<file path="src/rtl/ffba_pkg.sv">
// Shared types and constants for the first-fit block allocator.
package ffba_pkg;

   localparam int MAX_BLOCKS_DEF = 16;
   localparam int SIZE_BITS_DEF  = 16;

   localparam int SIZE_PORT_W  = 16;
   localparam int IDX_PORT_W   = 4;
   localparam int SCAN_PORT_W  = 5;
   localparam int TOTAL_W      = 32;
   localparam int STATUS_W     = 2;

   typedef enum logic {
      CMD_LOAD  = 1'b0,
      CMD_ALLOC = 1'b1
   } command_type;

   typedef enum logic [STATUS_W-1:0] {
      ST_ALLOC  = 2'd0,
      ST_MISS   = 2'd1,
      ST_LOADED = 2'd2,
      ST_FULL   = 2'd3
   } status_type;

   typedef struct packed {
      logic valid;
      logic hit;
   } tok_type;

endpackage

</file>
<file path="src/rtl/first_fit_block_allocator.sv">
// First-fit block allocator: cell chain holding block sizes, load/scan control, result register.
//
//  channel  ports                                  transfer
//  request  start, busy, req_command, req_size_value  start && !busy at clock edge
//  result   rsp_valid, rsp_status, rsp_block_index,   rsp_valid, one cycle, no backpressure
//           rsp_remaining_size, rsp_scan_compares, rsp_total_compares
//
//  A load keeps busy low, and the result strobes in the next cycle.
//  A request sends a token down the chain of MAX_BLOCKS cells, one cell per cycle;
//  busy stays high until the token reaches the end of the chain, and the result
//  strobes as busy falls. Reset clears the block count, the compare total and the
//  chain tokens; the block sizes need no clearing.
module first_fit_block_allocator #(
   parameter int MAX_BLOCKS = ffba_pkg::MAX_BLOCKS_DEF,
   parameter int SIZE_BITS  = ffba_pkg::SIZE_BITS_DEF
) (
   input  logic                             clock,
   input  logic                             reset,
   input  logic                             start,
   output logic                             busy,
   input  logic                             req_command,
   input  logic [ffba_pkg::SIZE_PORT_W-1:0] req_size_value,
   output logic                             rsp_valid,
   output logic [ffba_pkg::STATUS_W-1:0]    rsp_status,
   output logic [ffba_pkg::IDX_PORT_W-1:0]  rsp_block_index,
   output logic [ffba_pkg::SIZE_PORT_W-1:0] rsp_remaining_size,
   output logic [ffba_pkg::SCAN_PORT_W-1:0] rsp_scan_compares,
   output logic [ffba_pkg::TOTAL_W-1:0]     rsp_total_compares
);
   import ffba_pkg::*;

   localparam int CNT_W  = $clog2(MAX_BLOCKS + 1);
   localparam int IDX_W  = (MAX_BLOCKS > 1) ? $clog2(MAX_BLOCKS) : 1;
   localparam int SZ_X_W = (SIZE_BITS > SIZE_PORT_W) ? SIZE_BITS : SIZE_PORT_W;
   localparam int IX_X_W = (IDX_W > IDX_PORT_W) ? IDX_W : IDX_PORT_W;
   localparam int SC_X_W = (CNT_W > SCAN_PORT_W) ? CNT_W : SCAN_PORT_W;

   typedef enum logic [1:0] {
      S_IDLE = 2'b01,
      S_SCAN = 2'b10
   } state_type;

   state_type            state_ff, state_in;
   logic [CNT_W-1:0]     count_ff, count_in;
   logic [TOTAL_W-1:0]   total_ff, total_in;
   logic                 rsp_valid_ff, rsp_valid_in;
   status_type           status_ff, status_in;
   logic [IDX_W-1:0]     idx_ff, idx_in;
   logic [SIZE_BITS-1:0] rem_ff, rem_in;
   logic [CNT_W-1:0]     scan_ff, scan_in;

   logic                 accept;
   logic                 full;
   logic                 load_en;
   logic [SZ_X_W-1:0]    req_ext;
   logic [SIZE_BITS-1:0] req_sz;
   logic [TOTAL_W:0]     sum;
   logic [CNT_W-1:0]     scan_sel;

   tok_type              ctl   [MAX_BLOCKS+1];
   logic [SIZE_BITS-1:0] req_c [MAX_BLOCKS+1];
   logic [IDX_W-1:0]     idx_c [MAX_BLOCKS+1];
   logic [SIZE_BITS-1:0] rem_c [MAX_BLOCKS+1];

   logic [SZ_X_W-1:0]    rem_ext;
   logic [IX_X_W-1:0]    idx_ext;
   logic [SC_X_W-1:0]    scan_ext;

   assign accept  = start && !busy;
   assign full    = count_ff >= CNT_W'(MAX_BLOCKS);
   assign req_ext = SZ_X_W'(req_size_value);
   assign req_sz  = req_ext[SIZE_BITS-1:0];
   assign load_en = accept && (req_command == CMD_LOAD) && !full;

   assign ctl[0].valid = accept && (req_command == CMD_ALLOC);
   assign ctl[0].hit   = 1'b0;
   assign req_c[0]     = req_sz;
   assign idx_c[0]     = '0;
   assign rem_c[0]     = '0;

   for (genvar g = 0; g < MAX_BLOCKS; g++) begin : g_cell
      ffba_cell #(
         .IDX       (g),
         .IDX_W     (IDX_W),
         .CNT_W     (CNT_W),
         .SIZE_BITS (SIZE_BITS)
      ) u_cell (
         .clock     (clock),
         .reset     (reset),
         .count     (count_ff),
         .load_en   (load_en),
         .load_size (req_sz),
         .tok_in    (ctl[g]),
         .req_in    (req_c[g]),
         .idx_in    (idx_c[g]),
         .rem_in    (rem_c[g]),
         .tok_out   (ctl[g+1]),
         .req_out   (req_c[g+1]),
         .idx_out   (idx_c[g+1]),
         .rem_out   (rem_c[g+1])
      );
   end

   assign scan_sel = ctl[MAX_BLOCKS].hit ? CNT_W'(idx_c[MAX_BLOCKS]) : count_ff;
   assign sum      = {1'b0, total_ff} + (TOTAL_W + 1)'(scan_sel);

   always_comb begin
      state_in     = state_ff;
      count_in     = count_ff;
      total_in     = total_ff;
      rsp_valid_in = 1'b0;
      status_in    = status_ff;
      idx_in       = idx_ff;
      rem_in       = rem_ff;
      scan_in      = scan_ff;
      unique case (state_ff)
         S_IDLE: begin
            if (accept) begin
               if (req_command == CMD_LOAD) begin
                  rsp_valid_in = 1'b1;
                  rem_in       = '0;
                  scan_in      = '0;
                  if (full) begin
                     status_in = ST_FULL;
                     idx_in    = '0;
                  end else begin
                     status_in = ST_LOADED;
                     idx_in    = count_ff[IDX_W-1:0];
                     count_in  = count_ff + CNT_W'(1);
                  end
               end else begin
                  state_in = S_SCAN;
               end
            end
         end
         S_SCAN: begin
            if (ctl[MAX_BLOCKS].valid) begin
               state_in     = S_IDLE;
               rsp_valid_in = 1'b1;
               scan_in      = scan_sel;
               total_in     = sum[TOTAL_W] ? '1 : sum[TOTAL_W-1:0];
               if (ctl[MAX_BLOCKS].hit) begin
                  status_in = ST_ALLOC;
                  idx_in    = idx_c[MAX_BLOCKS];
                  rem_in    = rem_c[MAX_BLOCKS];
               end else begin
                  status_in = ST_MISS;
                  idx_in    = '0;
                  rem_in    = '0;
               end
            end
         end
         default: begin
            state_in = S_IDLE;
         end
      endcase
   end

   always_ff @(posedge clock) begin
      status_ff <= status_in;
      idx_ff    <= idx_in;
      rem_ff    <= rem_in;
      scan_ff   <= scan_in;
      if (reset) begin
         state_ff     <= S_IDLE;
         count_ff     <= '0;
         total_ff     <= '0;
         rsp_valid_ff <= 1'b0;
      end else begin
         state_ff     <= state_in;
         count_ff     <= count_in;
         total_ff     <= total_in;
         rsp_valid_ff <= rsp_valid_in;
      end
   end

   assign rem_ext  = SZ_X_W'(rem_ff);
   assign idx_ext  = IX_X_W'(idx_ff);
   assign scan_ext = SC_X_W'(scan_ff);

   assign busy               = (state_ff == S_SCAN);
   assign rsp_valid          = rsp_valid_ff;
   assign rsp_status         = status_ff;
   assign rsp_block_index    = idx_ext[IDX_PORT_W-1:0];
   assign rsp_remaining_size = rem_ext[SIZE_PORT_W-1:0];
   assign rsp_scan_compares  = scan_ext[SCAN_PORT_W-1:0];
   assign rsp_total_compares = total_ff;

endmodule

</file>
<file path="src/rtl/ffba_cell.sv">
// One table cell: holds a block size and tests/updates it as the scan token passes.
module ffba_cell #(
   parameter int IDX       = 0,
   parameter int IDX_W     = 4,
   parameter int CNT_W     = 5,
   parameter int SIZE_BITS = 16
) (
   input  logic                 clock,
   input  logic                 reset,
   input  logic [CNT_W-1:0]     count,
   input  logic                 load_en,
   input  logic [SIZE_BITS-1:0] load_size,
   input  ffba_pkg::tok_type    tok_in,
   input  logic [SIZE_BITS-1:0] req_in,
   input  logic [IDX_W-1:0]     idx_in,
   input  logic [SIZE_BITS-1:0] rem_in,
   output ffba_pkg::tok_type    tok_out,
   output logic [SIZE_BITS-1:0] req_out,
   output logic [IDX_W-1:0]     idx_out,
   output logic [SIZE_BITS-1:0] rem_out
);
   import ffba_pkg::*;

   logic [SIZE_BITS-1:0] size_ff, size_in;
   tok_type              tok_ff, tok_in_nx;
   logic [SIZE_BITS-1:0] req_ff;
   logic [IDX_W-1:0]     idx_ff, idx_nx;
   logic [SIZE_BITS-1:0] rem_ff, rem_nx;
   logic                 loaded;
   logic                 fits;
   logic [SIZE_BITS-1:0] diff;

   assign loaded = CNT_W'(IDX) < count;
   assign fits   = tok_in.valid && !tok_in.hit && loaded && (req_in <= size_ff);
   assign diff   = size_ff - req_in;

   always_comb begin
      size_in = size_ff;
      if (load_en && (count == CNT_W'(IDX))) begin
         size_in = load_size;
      end else if (fits) begin
         size_in = diff;
      end
      tok_in_nx.valid = tok_in.valid;
      tok_in_nx.hit   = tok_in.hit | fits;
      idx_nx          = fits ? IDX_W'(IDX) : idx_in;
      rem_nx          = fits ? diff : rem_in;
   end

   always_ff @(posedge clock) begin
      size_ff <= size_in;
      req_ff  <= req_in;
      idx_ff  <= idx_nx;
      rem_ff  <= rem_nx;
      if (reset) begin
         tok_ff <= '0;
      end else begin
         tok_ff <= tok_in_nx;
      end
   end

   assign tok_out = tok_ff;
   assign req_out = req_ff;
   assign idx_out = idx_ff;
   assign rem_out = rem_ff;

endmodule

</file>
<file path="config.mk">
export PLATFORM = sky130hd
export DESIGN_NAME = first_fit_block_allocator
export DESIGN_NICKNAME = d
export VERILOG_FILES = /design/src/rtl/ffba_pkg.sv /design/src/rtl/first_fit_block_allocator.sv /design/src/rtl/ffba_cell.sv
export SDC_FILE = /design/constraint.sdc
export NUM_CORES = 2
export LEC_CHECK = 0
export BUFFER_PORTS_ARGS = -buffer_cell sky130_fd_sc_hd__buf_2
export CAP_MARGIN = 20
export CORE_ASPECT_RATIO = 0.7
export CORE_MARGIN = 4
export CORE_UTILIZATION = 55
export CTS_CLUSTER_SIZE = 12
export DETAILED_ROUTE_END_ITERATION = 8
export PLACE_DENSITY = 0.81
export SETUP_SLACK_MARGIN = 0.05
export SYNTH_ARGS = -nofsm -noshare
export SYNTH_HDL_FRONTEND = slang
export SYNTH_HIERARCHICAL = 1
export SYNTH_SLANG_ARGS = --single-unit
</file>
<file path="constraint.sdc">
create_clock -name clock -period 4.59 [get_ports clock]
set_input_delay 0.2295 -clock clock [delete_from_list [all_inputs] [get_ports clock]]
set_output_delay 0.2295 -clock clock [all_outputs]
set_load 0.005 [all_outputs]
</file>
==> out/results.ini <==
[run_status]
status = finished, final reports clean

[sta]
max_freq_mhz = 258
hold_viol_final = 0
tns_ns = 0
finalSetupViolCount = 0
layout_min_cycle_time_ns = 3.87
grt_setup_unrepaired = false
post-route-period-util_pct = 84.3
slew_headroom_pct = 24.5
fin_worst_skew_ns = 0.0265
slew_violations = 0
worstMarginPinSlew_ns = 1.13

[clock_network]
cts_buffers = 89
clk_pin_slew_worst_paths_ns = 0.06
cts_max_path_buffers = 3
cts_htree_levels = 3
post-cts-setup-buffers = 0
cts_tree = done
cts.sinks = 915
clk_latency_ns = 0.64
cts-root-buf = clkbuf_16

[final_layout]
fin_nets = 4555
final_cell_mix = dfxtp_1, inv_1, edfxtp_1, ha_1, mux2_2
multiInputGateArea_sq_um = 22100
n_fill_cell = 6451
final_area_sq_um = 49500
layout_commonest_cell = dfxtp_1
area_growth_pct = 9.04
seqCellArea_sq_um = 21200
utilization_pct = 61.0
drive_gt1_share_pct = 18.4

[power_and_ir_drop]
p_sw_uw = 4430
ir_drop_v = 0.000327
clockPowerShare_pct = 38.4
p_total_uw = 17800
powerDensity_nw_per_um2 = 360
pwr-share-seq_pct = 50.1
internal-power_uw = 13400
power_leakage_uw = 0.0209
swShare_pct = 24.8
p_comb_share_pct = 11.6

[floorplanning]
fp.dieH_um = 248
row_count = 87
dieArea_sq_um = 87300
initial_core_util_pct = 55.9
die_w_um = 351
core_sq_um = 81200
ios = 81

[route]
via_per_inst = 6.01
wl_um = 122000
num_vias = 32400
ant_nets = 0
dr.pass1.iters = 8
routedWlPerCell_um = 22.6
drtIter0Drc = 3960
drc = 0

[logic_synthesis]
synthesis.instances = 4123
syn-mean-instance-area_sq_um = 11.0
syn-cell-area_sq_um = 45400
yosysWarnings = 6

[placed_design]
dpl.hpwl_um = 87700
place_congestion = 0.960
io_buffers = 80
place_area_sq_um = 46800

[grt]
grt_start_max_net_pins = 47
use_met1_pct = 41.4
grt_pass1_wl_um = 184000
overflow = 0
use_met2_pct = 39.5
grt_pass1_vias = 30600
grt_util_all_layers_pct = 27.4
gr-max-usage-layer = met1
gr-usage-met3_pct = 4.83
antenna_found_initial = 11

[worst_setup_path]
endpoint_kind = register
worst_setup_path_start_kind = register
cpMostUsedCell = inv_1
crit_chain = inv_1 > ha_1 > inv_1 > fa_1 > a211o_1 > a21oi_1 > o21ai_0 > a2111oi_2 > or4_1 > or2b_1
cp_slowest_cell = a2111oi_2
cpPeakStageDelay_ns = 0.64
crit_family = compound AO/OA/AOI/OAI gates
cp_num_buf_inv = 2
path_class = register to register
critPathArrivalTime_ns = 4.13
required_ns = 4.85
critPathMaxFanout = 16

[flow_run]
drv_cap = 0

[hold_path]
worstHoldPathType = input port to register

==> stage by stage <==
| step | std cells | hold slack [ns] | setup slack (ns) |
|---|---|---|---|
| final | 5393 | 0.107 | 0.720 |
| after global placement | 5228 | 0.333 | 0.868 |
| after floorplan | 4143 | 0.257 | 0.492 |
| after detailed placement | 5228 | 0.337 | 0.783 |
| after CTS | 5391 | 0.0767 | 0.771 |
| after global routing | 5392 | 0.0778 | 0.583 |
==> sequential cells by signal (all words and copies together), names as in the netlist <==
signal / count
rsp_scan_compares: 5
rsp_status: 2
rsp_valid: 1
g_cell.u_cell/size_ff: 256
count_ff: 5
g_cell.u_cell/req_out: 240
state_ff: 2
rsp_remaining_size: 16
rsp_total_compares: 32
g_cell.u_cell/idx_out: 64
g_cell.u_cell/rem_out: 256
rsp_block_index: 4
g_cell.u_cell/tok_out: 32
==> power groups by stage <==
stage | clock, uW | combinational [uW] | sequential (uW)
5_1_grt | 7230 | 2240 | 8940
2_1_floorplan | 0 | 1480 | 8960
3_5_place_dp | 0 | 1990 | 9090
6_report | 6840 | 2060 | 8920
4_1_cts | 6930 | 2020 | 8910
3_3_place_gp | 0 | 1950 | 9080
==> worst register-to-register path: cells and delay by family, from the launching register on <==
kind | cells | cell delay [ns]
DFF | 1 | 0.37
and+or+nand+nor | 2 | 1.00
buffers and inverters | 2 | 0.14
AOI/OAI and AO/OA | 4 | 1.39
adders and majority gates | 2 | 0.60
==> metal layers <==
layer  up-vias  share of wire, %
met5         -             0.011
met4         2               3.5
met3       250                10
met2      1566                41
met1     15500                45
li1      15000                 -
==> path summary, 6_finish.rpt <==
kind                                                            start                               endpoint  slack, ns  cells after the start
worst min-delay path                                req_size_value[9]    g_cell[0].u_cell/req_out[9]$_DFF_P_       0.11                      2
worst min register to register    g_cell[9].u_cell/req_out[2]$_DFF_P_   g_cell[10].u_cell/req_out[2]$_DFF_P_       0.34                      0
worst max-delay path            g_cell[3].u_cell/size_ff[0]$_DFFE_PP_  g_cell[3].u_cell/size_ff[6]$_DFFE_PP_       0.72                     10
worst max register to register  g_cell[3].u_cell/size_ff[0]$_DFFE_PP_  g_cell[3].u_cell/size_ff[6]$_DFFE_PP_       0.72                     10
==> cell type report <==
cell class / count / share of cell area [%]
repair buffers: 140 / 1.73
inverters: 368 / 2.79
multi-input cells: 2740 / 44.7
diodes: 2 / 0.0101
clock buffers: 152 / 5.21
clock inverters: 8 / 0.114
flip-flops and latches: 915 / 42.7
well taps: 1068 / 2.70
==> what timing repair did <==
item	in CTS	in global routing
hold buffers	3	0
endpoints found under the setup margin	0	0
endpoints found under the hold margin	3	0
resized for setup	0	0
No activity file was read; power rests on OpenSTA's default activity.
